[src/rtl/gc2d_pkg.sv]
// Shared types, register codes and defaults for the grouped 2-D convolution block.
`default_nettype none
package gc2d_pkg;

   localparam int DefActDepth    = 4096;
   localparam int DefWeightDepth = 4096;
   localparam int DefMaxChannels = 64;
   localparam int DefDataWidth   = 32;

   localparam int CsrIndexWidth = 3;
   localparam int CsrDataWidth  = 13;

   localparam logic [CsrIndexWidth-1:0] CFG_IN_CHANNELS  = 3'd0;
   localparam logic [CsrIndexWidth-1:0] CFG_OUT_CHANNELS = 3'd1;
   localparam logic [CsrIndexWidth-1:0] CFG_GROUPS       = 3'd2;
   localparam logic [CsrIndexWidth-1:0] CFG_IN_HEIGHT    = 3'd3;
   localparam logic [CsrIndexWidth-1:0] CFG_IN_WIDTH     = 3'd4;
   localparam logic [CsrIndexWidth-1:0] CFG_KERNEL_SHAPE = 3'd5;
   localparam logic [CsrIndexWidth-1:0] CFG_STRIDE_SHAPE = 3'd6;
   localparam logic [CsrIndexWidth-1:0] CFG_PAD_SHAPE    = 3'd7;

   localparam logic [1:0] KIND_LOAD_ACT    = 2'd0;
   localparam logic [1:0] KIND_LOAD_WEIGHT = 2'd1;
   localparam logic [1:0] KIND_LOAD_BIAS   = 2'd2;
   localparam logic [1:0] KIND_COMPUTE     = 2'd3;

   localparam logic [6:0]  RST_CHANNELS = 7'd1;
   localparam logic [12:0] RST_SIZE     = 13'd1;
   localparam logic [7:0]  RST_SHAPE    = 8'h11;
   localparam logic [7:0]  RST_PAD      = 8'h00;

   typedef enum logic [4:0] {
      S_IDLE, S_PREP, S_CHECK, S_DIV_IN, S_WAIT_IN, S_DIV_OUT, S_WAIT_OUT, S_GATE,
      S_DIV_GRP, S_WAIT_GRP, S_INIT1, S_INIT2, S_INIT3, S_ROW1, S_ROW2, S_TAP,
      S_READ, S_ACC, S_FINISH
   } state_type;

   typedef enum logic [4:0] {
      OP_NONE, OP_LATCH, OP_PREP, OP_CHECK, OP_DIV_IN, OP_DIV_OUT, OP_DIV_GRP,
      OP_DIV_STEP, OP_SAVE_IPG, OP_SAVE_OPG, OP_SAVE_GRP, OP_INIT1, OP_INIT2,
      OP_INIT3, OP_ROW1, OP_ROW2, OP_SKIP_ROW, OP_TAP, OP_READ, OP_ACC, OP_EMIT
   } dp_op_type;

   typedef struct packed {
      dp_op_type op;
   } cmd_type;

   typedef struct packed {
      logic div_done;
      logic bad;
      logic row_ok;
      logic last_col;
      logic last_row;
      logic last_icg;
      logic out_free;
   } status_type;

endpackage
`default_nettype wire

[src/rtl/gc2d_ctrl.sv]
// Controller state machine that sequences loads, checks and the tap loop.
`default_nettype none
module gc2d_ctrl (
   input  wire logic                clock,
   input  wire logic                reset,
   input  wire logic                req_valid,
   input  wire logic [1:0]          req_kind,
   output logic                     req_stall,
   input  wire gc2d_pkg::status_type status,
   output gc2d_pkg::cmd_type        cmd
);

   gc2d_pkg::state_type state_ff, state_in;

   always_ff @(posedge clock) begin
      if (reset) begin
         state_ff <= gc2d_pkg::S_IDLE;
      end else begin
         state_ff <= state_in;
      end
   end

   always_comb begin
      state_in  = state_ff;
      cmd.op    = gc2d_pkg::OP_NONE;
      req_stall = 1'b1;
      case (state_ff)
         gc2d_pkg::S_IDLE: begin
            req_stall = 1'b0;
            if (req_valid) begin
               cmd.op = gc2d_pkg::OP_LATCH;
               if (req_kind == gc2d_pkg::KIND_COMPUTE) begin
                  state_in = gc2d_pkg::S_PREP;
               end
            end
         end
         gc2d_pkg::S_PREP: begin
            cmd.op   = gc2d_pkg::OP_PREP;
            state_in = gc2d_pkg::S_CHECK;
         end
         gc2d_pkg::S_CHECK: begin
            cmd.op   = gc2d_pkg::OP_CHECK;
            state_in = gc2d_pkg::S_DIV_IN;
         end
         gc2d_pkg::S_DIV_IN: begin
            cmd.op   = gc2d_pkg::OP_DIV_IN;
            state_in = gc2d_pkg::S_WAIT_IN;
         end
         gc2d_pkg::S_WAIT_IN: begin
            if (status.div_done) begin
               cmd.op   = gc2d_pkg::OP_SAVE_IPG;
               state_in = gc2d_pkg::S_DIV_OUT;
            end else begin
               cmd.op = gc2d_pkg::OP_DIV_STEP;
            end
         end
         gc2d_pkg::S_DIV_OUT: begin
            cmd.op   = gc2d_pkg::OP_DIV_OUT;
            state_in = gc2d_pkg::S_WAIT_OUT;
         end
         gc2d_pkg::S_WAIT_OUT: begin
            if (status.div_done) begin
               cmd.op   = gc2d_pkg::OP_SAVE_OPG;
               state_in = gc2d_pkg::S_GATE;
            end else begin
               cmd.op = gc2d_pkg::OP_DIV_STEP;
            end
         end
         gc2d_pkg::S_GATE: begin
            // Any unusable configuration or position ends the request here.
            state_in = status.bad ? gc2d_pkg::S_FINISH : gc2d_pkg::S_DIV_GRP;
         end
         gc2d_pkg::S_DIV_GRP: begin
            cmd.op   = gc2d_pkg::OP_DIV_GRP;
            state_in = gc2d_pkg::S_WAIT_GRP;
         end
         gc2d_pkg::S_WAIT_GRP: begin
            if (status.div_done) begin
               cmd.op   = gc2d_pkg::OP_SAVE_GRP;
               state_in = gc2d_pkg::S_INIT1;
            end else begin
               cmd.op = gc2d_pkg::OP_DIV_STEP;
            end
         end
         gc2d_pkg::S_INIT1: begin
            cmd.op   = gc2d_pkg::OP_INIT1;
            state_in = gc2d_pkg::S_INIT2;
         end
         gc2d_pkg::S_INIT2: begin
            cmd.op   = gc2d_pkg::OP_INIT2;
            state_in = gc2d_pkg::S_INIT3;
         end
         gc2d_pkg::S_INIT3: begin
            cmd.op   = gc2d_pkg::OP_INIT3;
            state_in = gc2d_pkg::S_ROW1;
         end
         gc2d_pkg::S_ROW1: begin
            cmd.op   = gc2d_pkg::OP_ROW1;
            state_in = gc2d_pkg::S_ROW2;
         end
         gc2d_pkg::S_ROW2: begin
            if (status.row_ok) begin
               cmd.op   = gc2d_pkg::OP_ROW2;
               state_in = gc2d_pkg::S_TAP;
            end else begin
               cmd.op = gc2d_pkg::OP_SKIP_ROW;
               if (status.last_row && status.last_icg) begin
                  state_in = gc2d_pkg::S_FINISH;
               end else begin
                  state_in = gc2d_pkg::S_ROW1;
               end
            end
         end
         gc2d_pkg::S_TAP: begin
            cmd.op   = gc2d_pkg::OP_TAP;
            state_in = gc2d_pkg::S_READ;
         end
         gc2d_pkg::S_READ: begin
            cmd.op   = gc2d_pkg::OP_READ;
            state_in = gc2d_pkg::S_ACC;
         end
         gc2d_pkg::S_ACC: begin
            cmd.op = gc2d_pkg::OP_ACC;
            if (!status.last_col) begin
               state_in = gc2d_pkg::S_TAP;
            end else if (status.last_row && status.last_icg) begin
               state_in = gc2d_pkg::S_FINISH;
            end else begin
               state_in = gc2d_pkg::S_ROW1;
            end
         end
         gc2d_pkg::S_FINISH: begin
            if (status.out_free) begin
               cmd.op   = gc2d_pkg::OP_EMIT;
               state_in = gc2d_pkg::S_IDLE;
            end
         end
         default: begin
            state_in = gc2d_pkg::S_IDLE;
         end
      endcase
   end

`ifndef NO_ASSERTIONS
   a_tap_order: assert property (@(posedge clock) disable iff (reset)
      state_ff == gc2d_pkg::S_TAP |=> state_ff == gc2d_pkg::S_READ)
      else $error("tap read did not follow address phase");
   a_emit_free: assert property (@(posedge clock) disable iff (reset)
      cmd.op == gc2d_pkg::OP_EMIT |-> status.out_free)
      else $error("result emitted into an occupied output register");
   a_busy_stall: assert property (@(posedge clock) disable iff (reset)
      state_ff == gc2d_pkg::S_ACC |-> req_stall)
      else $error("request accepted during accumulation");
`endif

endmodule
`default_nettype wire

[config.mk]
export PLATFORM = sky130hd
export DESIGN_NAME = gc2d_ctrl
export DESIGN_NICKNAME = d
export VERILOG_FILES = /design/src/rtl/gc2d_pkg.sv /design/src/rtl/gc2d_ctrl.sv
export SDC_FILE = /design/constraint.sdc
export NUM_CORES = 1
export LEC_CHECK = 0
export ABC_CLOCK_PERIOD_IN_PS = 1700
export BUFFER_PORTS_ARGS = -buffer_cell sky130_fd_sc_hd__buf_2
export CAP_MARGIN = 0
export CORE_MARGIN = 4
export CORE_UTILIZATION = 40
export CTS_CLUSTER_SIZE = 16
export DETAILED_ROUTE_END_ITERATION = 6
export PLACE_DENSITY = 0.75
export REMOVE_ABC_BUFFERS = 1
export SYNTH_ARGS = -nofsm -noshare
export SYNTH_HDL_FRONTEND = slang
export SYNTH_SLANG_ARGS = --single-unit
[constraint.sdc]
create_clock -name clock -period 1.7 [get_ports clock]
set_input_delay 0 -clock clock [delete_from_list [all_inputs] [get_ports clock]]
set_output_delay 0 -clock clock [all_outputs]
set_load 0.05 [all_outputs]
==> results.json, run 1 <==
{
  "use_met3_pct": 3.26,
  "worstPathCellList": "buf_6, nor3b_1, o211ai_1, o211ai_1, a221o_1, buf_6",
  "antenna_found_initial": 0,
  "cts-htree-levels": 1,
  "r2r_cells": 4,
  "largest_register_ff_count": 5,
  "dp.cells": 148,
  "r2r_start": "state_ff[2]$_SDFFE_PP0P_",
  "fin_crit_sh_pct": 96.7,
  "numCtsBuffers": 3,
  "num_antenna_cells": 0,
  "stdcell_count": 156,
  "setup_ws_ns": 0.0565,
  "insertion_delay_ns": 0.24,
  "root_buffer": "clkbuf_4",
  "crit_type": "register to output port",
  "synth_seq_area_share_pct": 13.8,
  "grt-ovfl-total": 0,
  "drt_pass1_iterations": 4,
  "drt_wl_total_mm": 2.27,
  "finalPower_uw": 2010,
  "grt_max_degree": 14,
  "whs_endpoint": "state_ff[4]$_SDFFE_PP0P_",
  "rsz0062_at_grt": "true",
  "slew_viol_final": 0,
  "via_count": 917,
  "min_period_ns": 1.64,
  "peakVddDrop_mv": 0.930,
  "worstSetupStartpointType": "register",
  "initial_core_util_pct": 41.9,
  "reg2reg_slack_ns": 0.11,
  "hold_depth": 3,
  "cp.required_ns": 1.70,
  "clkSinkCount": 5,
  "cp_num_buf_inv": 2,
  "dp_slack_ns": 0.0277,
  "syn-instance-count": 105,
  "nets": 144,
  "core_mm2": 0.00173,
  "rows": 15,
  "portBuffers": 17,
  "max-slew-margin-rel_pct": 76.5,
  "grt_pass1_wl_mm": 3.81,
  "antenna_left": 0,
  "max_cap_violations": 0,
  "clkTransAtPathRegs_ns": 0.04,
  "ys_types": 42,
  "hold_start": "status[4]",
  "die_area_mm2": 0.00255,
  "crit_slowest_cell": "dfxtp_4",
  "wl_per_cell_um": 14.6,
  "gp_congestion": 0.849,
  "critPathCaptureType": "output port",
  "use_met1_pct": 21.5,
  "area_growth_pct": 34.1,
  "powerDensity_mw_per_mm2": 2080,
  "die_w_um": 50.5,
  "grt_use_total_pct": 19.0,
  "busiest_layer": "met2",
  "max_stage_delay_ns": 0.36,
  "die_h_um": 50.5,
  "grt_pass1_vias": 907,
  "worst-slew-pin-transition_ns": 0.350,
  "synthesis.area_um2": 723,
  "cts_buffer_depth": 2,
  "hold_class": "input pin to register",
  "cp_top_family": "compound AO/OA/AOI/OAI gates",
  "status": "finished, final reports clean",
  "largest-register": "state_ff",
  "reg2reg_to": "state_ff[3]$_SDFFE_PP0P_",
  "arrival_ns": 1.64,
  "drive_gt1_share_pct": 33.6,
  "num_io_pins": 18,
  "cp_max_fo": 5,
  "setup_viol": 0,
  "cts_tree": "built",
  "holdWs_ns": 0.204,
  "final_util_pct": 56.2,
  "syn_avg_cell_area_um2": 6.89,
  "vias_per_cell": 5.88,
  "drt_iter0_drc": 28,
  "cellLeakagePower_uw": 0.000382,
  "top_regs": "state_ff x5",
  "fin_skew_ns": 0.000623,
  "drcViolationCount": 0,
  "hpwl_mm": 1.66,
  "fmax_mhz": 608,
  "hold_viol_final": 0,
  "synth_seq_cells": 5,
  "met2_usage_pct": 34.8,
  "yosysWarnings": 0
}
tightest hold or removal path: stages:
cell     delay [ns]
buf_2          0.13
o32a_1         0.18
a31oi_1        0.08
power breakdown:
part           internal (uW)  switching (uW)  leakage (uW)
combinational            647             933      0.000323
sequential               183             117     0.0000435
clock                   88.6            46.1     0.0000150
timing repair:
action / CTS / global route
hold buffers: 1 / 0
setup buffers: 0 / 3
pin swaps: 1 / 4
setup endpoints to repair: 5 / 4
endpoints found under the hold margin: 2 / 0
resized for setup: 11 / 5
worst max path at each step:
stage / startpoint / to / depth (start not counted)
after floorplan: state_ff[1]$_SDFFE_PP0P_ / cmd[4] / 2
after global placement: state_ff[2]$_SDFFE_PP0P_ / state_ff[1]$_SDFFE_PP0P_ / 4
after detailed placement: state_ff[1]$_SDFFE_PP0P_ / state_ff[1]$_SDFFE_PP0P_ / 5
after CTS: state_ff[3]$_SDFFE_PP0P_ / cmd[2] / 6
after global routing: state_ff[3]$_SDFFE_PP0P_ / cmd[2] / 6
final: state_ff[3]$_SDFFE_PP0P_ / cmd[2] / 6
stage by stage:
| step | TNS, ns | cell area [um^2] |
|---|---|---|
| 2_1_floorplan | -1.10 | 667 |
| 3_3_place_gp | 0 | 858 |
| 3_5_place_dp | 0 | 858 |
| 4_1_cts | 0 | 923 |
| 5_1_grt | -0.0560 | 970 |
| 6_report | 0 | 970 |
routing by layer:
layer,up-vias,share of wire [%]
met2,33,52
met1,427,41
li1,453,-
met4,0,1.5
met3,4,5.5
met5,-,0
Yosys cell counts:
cell type  count  area, um^2
or4_4          1        11.3
nor2b_2        1        8.76
o22a_1         2        17.5
and3_4         1        11.3
and3_1         1        6.26
nand4_1        3        18.8
nand2b_4       1        13.8
a311o_1        1        10.0
nor2_1        11        41.3
nor3b_1        3        22.5
nand3b_1       1        7.51
or2_2          1        6.26
clkbuf_1       3        11.3
o21ai_0        5        25.0
a21o_1         2        15.0
nor3_1         2        10.0
nand2_1        9        33.8
o311ai_0       1        8.76
o21bai_1       2        15.0
nand3_1        5        25.0
buf_2          3        15.0
a21oi_1        8        40.0
o211ai_1       3        22.5
nor4bb_1       1        10.0
a32oi_1        1        8.76
nor2b_1        2        12.5
a22oi_1        1        7.51
a2bb2oi_1      1        8.76
buf_4          1        7.51
nor3_2         1        10.0
a221o_1        2        20.0
a41oi_1        1        8.76
inv_1          4        15.0
a31oi_1        5        31.3
and2_1         2        12.5
buf_6          2        22.5
o32a_1         1        10.0
o21ai_1        1        5.00
a311oi_2       1        15.0
nand2b_1       2        12.5
o221ai_1       1        8.76
dfxtp_1        5         100
cells in the final DEF, fill, tap and decap left out, types with 2 or more instances in the layout:
cell      count
a21o_1        2
a21oi_1       8
a221o_1       2
a31oi_1       5
and2_1        2
buf_2        13
buf_4        13
buf_6         3
clkbuf_4      3
dfxtp_4       3
inv_1         4
nand2_1       9
nand2b_1      2
nand3_1       5
nand4_1       3
nor2_1       11
nor2b_1       2
nor3_1        2
nor3b_1       3
o211ai_1      3
o21ai_0       5
o21bai_1      2
o22a_1        2
kinds of logic after synthesis:
family,Yosys count,synth area share (%)
buf+inv,13,9.86
simple gates,48,37.9
compound gates,39,38.4
flops,5,13.8
layout make-up:
class,count,area (um^2)
fill,164,757
inverter,4,15.0
tap,25,31.3
timing repair buffer,31,226
multi-input combinational,87,558
clock buffer,4,26.3
sequential,5,113
(Power assumes the default switching activity.)
==> run 2, diff against run 1 <==
ABC_CLOCK_PERIOD_IN_PS = unset   (was 1700)
CORE_ASPECT_RATIO = 1.2   (was unset)
==> run 2 against run 1 <==
Net effect:
- critical path depth stayed put
- final area fell by 1.7%
- sequential share of layout area fell by 0.064 points
- total power is 0.83% lower
- utilization rose by 0.54 points
- global-route usage fell by 0.97 points
- highest routed layer unchanged
==> results.json, run 2 (synthesized netlist as in run 1, its figures left out) <==
{
  "cp_num_buf_inv": 2,
  "clkSinkCount": 5,
  "arrival_ns": 1.68,
  "num_io_pins": 18,
  "rows": 16,
  "top_regs": "state_ff x5",
  "whs_endpoint": "state_ff[4]$_SDFFE_PP0P_",
  "wl_per_cell_um": 15.2,
  "num_antenna_cells": 0,
  "crit_slowest_cell": "dfxtp_4",
  "drt_iter0_drc": 24,
  "reg2reg_slack_ns": 0.13,
  "die_w_um": 46.8,
  "layout_common_cells": "buf_4 (13), buf_2 (12), nor2_1 (11), nand2_1 (9), a21oi_1 (8)",
  "peakVddDrop_mv": 0.873,
  "status": "finished, final reports clean",
  "hold_class": "input pin to register",
  "fin_crit_sh_pct": 98.6,
  "grt-ovfl-total": 0,
  "cts_buffer_depth": 2,
  "via_count": 923,
  "cp.required_ns": 1.70,
  "cellLeakagePower_uw": 0.000382,
  "max-slew-margin-rel_pct": 76.9,
  "final_util_pct": 56.7,
  "insertion_delay_ns": 0.25,
  "drive_gt1_share_pct": 34.1,
  "clkTransAtPathRegs_ns": 0.05,
  "cp_max_fo": 6,
  "fin_skew_ns": 0.00294,
  "final_common_cell": "buf_4",
  "cts_tree": "built",
  "grt_use_total_pct": 18.0,
  "max_stage_delay_ns": 0.38,
  "vias_per_cell": 6.15,
  "max_cap_violations": 0,
  "portBuffers": 17,
  "cts-htree-levels": 1,
  "hold_viol_final": 0,
  "slew_viol_final": 0,
  "hold_start": "status[0]",
  "fin_area_um2": 953,
  "antenna_found_initial": 0,
  "drcViolationCount": 0,
  "worst-slew-pin-transition_ns": 0.344,
  "startpoint": "state_ff[3]$_SDFFE_PP0P_",
  "antenna_left": 0,
  "cp_top_family": "compound AO/OA/AOI/OAI gates",
  "area_growth_pct": 31.8,
  "fmax_mhz": 597,
  "hpwl_mm": 1.60,
  "root_buffer": "clkbuf_4",
  "reg2reg_to": "state_ff[0]$_SDFFE_PP0P_",
  "grt_max_degree": 14,
  "nets": 145,
  "grt_pass1_vias": 767,
  "critPathCaptureType": "output port",
  "drt_pass1_iterations": 4,
  "hold_depth": 4,
  "placed_area_um2": 865,
  "worstPathCellList": "clkbuf_2, nor2_1, a22oi_1, o21ai_0, a221o_1, buf_6",
  "r2r_cells": 4,
  "grt_pass1_wl_mm": 3.35,
  "setup_viol": 0,
  "rsz0062_at_grt": "true",
  "worstSetupStartpointType": "register",
  "core_mm2": 0.00168,
  "powerDensity_mw_per_mm2": 2100,
  "largest_register_ff_count": 5,
  "gp_congestion": 0.836,
  "die_h_um": 54.6,
  "drt_wl_total_mm": 2.29,
  "die_area_mm2": 0.00256,
  "crit_type": "register to output port",
  "initial_core_util_pct": 43.0,
  "largest-register": "state_ff",
  "numCtsBuffers": 3,
  "num-fill-cells": 146,
  "r2r_start": "state_ff[3]$_SDFFE_PP0P_",
  "min_period_ns": 1.68
}
==> run 2: changes by cell type in the layout (fill, tap and decap cells not counted) <==
cell / previous run / this run
buf_12: 1 / 0
buf_2: 13 / 12
clkbuf_2: 0 / 1
clkbuf_4: 3 / 5
dfxtp_2: 1 / 2
dfxtp_4: 3 / 2
==> run 2: power by group <==
group	internal, uW	switching, uW
sequential	181	116
clock	89.3	56.7
combinational	632	923
total	902	1100
==> run 2: stage by stage <==
step           hold slack [ns]  worst slack, ns  TNS, ns  cells  power [uW]
6_report                 0.199           0.0237        0    150        2000
5_1_grt                  0.206           -0.102   -0.135    150        2120
4_1_cts                  0.194          0.00635        0    148        1910
3_5_place_dp             0.219           0.0774        0    143        1690
3_3_place_gp             0.220            0.103        0    143        1680
2_1_floorplan           0.0679            -1.03    -1.10     96        1290
==> run 2: repair_timing <==
action / CTS / global route
pin swaps: 1 / 2
resized for setup: 9 / 7
hold buffers: 1 / 0
cloned: 0 / 0
setup endpoints to repair: 4 / 5
hold endpoints to repair: 2 / 0
setup buffers: 0 / 2
==> run 2: how the worst max path moves through the flow <==
stage | to | slack (ns) | depth (start not counted)
finish | cmd[0] | 0.02 | 6
global route | cmd[2] | -0.10 | 5
CTS | cmd[2] | 0.006 | 6
detailed placement | state_ff[1]$_SDFFE_PP0P_ | 0.08 | 4
global placement | state_ff[1]$_SDFFE_PP0P_ | 0.10 | 4
floorplan | cmd[4] | -1.03 | 2
==> run 2: cell type report <==
class	count	area [um^2]	share of cell area [%]
inverter	4	15.0	1.57
multi-input combinational	87	558	58.5
tap	18	22.5	2.36
timing repair buffer	32	221	23.2
sequential	5	110	11.5
clock buffer	4	26.3	2.76
==> run 2: layer usage <==
layer	vias up	track usage (%)	wire length (um)
met2	45	26.7	1100
li1	455	-	-
met5	-	0	0
met3	4	3.95	153
met1	419	24.7	1010
met4	0	7.37	27
==> run 2: worst min-delay path, stage by stage <==
cell and delay, ns:
buf_2 0.10, or4_4 0.13, and2_1 0.11, a31oi_1 0.06
==> run 3, diff against run 2 <==
clock period = 1.95 ns   (was 1.7 ns; I/O delays follow)
==> run 3 against run 2 <==
Net effect:
- final area fell by 8.4%
- first-iteration DRC count rose by 71%
- register-to-register slack improved by 0.24 ns
- clock skew rose by 0.00059 ns
- count of clock-buffer cells in the layout did not move
- utilization fell by 4.8 points
- critical path type unchanged
- highest routed layer unchanged
==> results.json, run 3 (synthesized netlist as in run 1, its figures left out) <==
{
  "status": "finished, final reports clean",
  "largest_register_ff_count": 5,
  "fmax_mhz": 561,
  "gp_congestion": 0.902,
  "cp_max_fo": 17,
  "num_io_pins": 18,
  "final_common_cell": "buf_2",
  "clkSinkCount": 5,
  "drcViolationCount": 0,
  "grt-ovfl-total": 0,
  "powerDensity_mw_per_mm2": 1830,
  "peakVddDrop_mv": 0.922,
  "max-slew-margin-rel_pct": 77.6,
  "drt_iter0_drc": 41,
  "die_w_um": 46.8,
  "max_cap_violations": 0,
  "largest-register": "state_ff",
  "portBuffers": 17,
  "nets": 138,
  "initial_core_util_pct": 43.0,
  "num_antenna_cells": 0,
  "antenna_found_initial": 0,
  "num-fill-cells": 175,
  "drt_wl_total_mm": 2.08,
  "drive_gt1_share_pct": 30.4,
  "critPathCaptureType": "output port",
  "via_count": 894,
  "die_h_um": 54.6,
  "cp.required_ns": 1.95,
  "wl_per_cell_um": 14.5,
  "insertion_delay_ns": 0.24,
  "worst-slew-pin-transition_ns": 0.334,
  "crit_type": "register to output port",
  "dp.cells": 138,
  "cts_tree": "built",
  "arrival_ns": 1.78,
  "drt_pass1_iterations": 4,
  "core_mm2": 0.00168,
  "layout_common_cells": "buf_2 (16), nor2_1 (11), nand2_1 (9), a21oi_1 (8), buf_4 (7)",
  "cts-htree-levels": 1,
  "die_area_mm2": 0.00256,
  "top_regs": "state_ff x5",
  "hold_class": "input pin to register",
  "grt_use_total_pct": 18.2,
  "rsz0062_at_grt": "false",
  "hold_viol_final": 0,
  "clkTransAtPathRegs_ns": 0.05,
  "fin_skew_ns": 0.00353,
  "grt_max_degree": 18,
  "cellLeakagePower_uw": 0.000341,
  "vias_per_cell": 6.25,
  "area_growth_pct": 20.8,
  "grt_pass1_wl_mm": 3.46,
  "grt_pass1_vias": 787,
  "slew_viol_final": 0,
  "hpwl_mm": 1.53,
  "setup_viol": 0,
  "root_buffer": "clkbuf_4",
  "min_period_ns": 1.78,
  "fin_crit_sh_pct": 91.5,
  "antenna_left": 0,
  "cts_buffer_depth": 2,
  "numCtsBuffers": 3,
  "worstSetupStartpointType": "register",
  "stdcell_count": 143,
  "finalPower_uw": 1600,
  "rows": 16
}
[run 3: final cells by class]
type | count | area, um^2 | share of cell area [%]
Inverter | 4 | 15.0 | 1.72
Clock buffer | 4 | 26.3 | 3.01
Tap cell | 18 | 22.5 | 2.58
Multi-Input combinational cell | 87 | 552 | 63.2
Timing Repair Buffer | 25 | 150 | 17.2
Sequential cell | 5 | 108 | 12.3
[run 3: worst paths after layout]
check / from / endpoint / slack [ns] / cells after the start
max reg2reg: state_ff[1]$_SDFFE_PP0P_ / state_ff[1]$_SDFFE_PP0P_ / 0.37 / 4
min reg2reg: state_ff[0]$_SDFFE_PP0P_ / state_ff[4]$_SDFFE_PP0P_ / 0.68 / 2
min: status[4] / state_ff[4]$_SDFFE_PP0P_ / 0.19 / 3
max: state_ff[1]$_SDFFE_PP0P_ / cmd[2] / 0.17 / 4
[run 3: metal layers]
layer	part of all wire [%]	GRT usage, %
met1	47	25.2
met2	45	27.6
met3	5.4	2.63
met4	2.7	7.83
met5	0	0
[run 3: what timing repair did]
item                                    in CTS  in global routing
hold endpoints to repair                     2                  0
gates resized for setup                      2                  4
hold buffers                                 1                  0
endpoints found under the setup margin       2                  2
pin swaps                                    0                  1
setup buffers                                0                  0
[run 3: critical path: stages, from the launching register on]
cell and delay (ns):
dfxtp_2 0.52, nand4_1 0.27, o211ai_1 0.33, a221o_1 0.16
buf_2 0.26
[run 3: report_power, final]
group | switching [uW] | internal (uW)
sequential | 139 | 155
clock | 43.4 | 77.4
combinational | 737 | 447
[run 3: through the flow]
step	worst slack, ns	utilization [%]	TNS [ns]	hold slack [ns]	cell area, um^2
final	0.167	51.9	0	0.188	873
after global routing	0.0342	51.9	0	0.197	873
after CTS	0.0480	51.5	0	0.173	866
after detailed placement	0.166	49.2	0	0.215	827
after global placement	0.214	49.2	0	0.216	827
after floorplan	-0.777	-	-0.777	0.0679	667
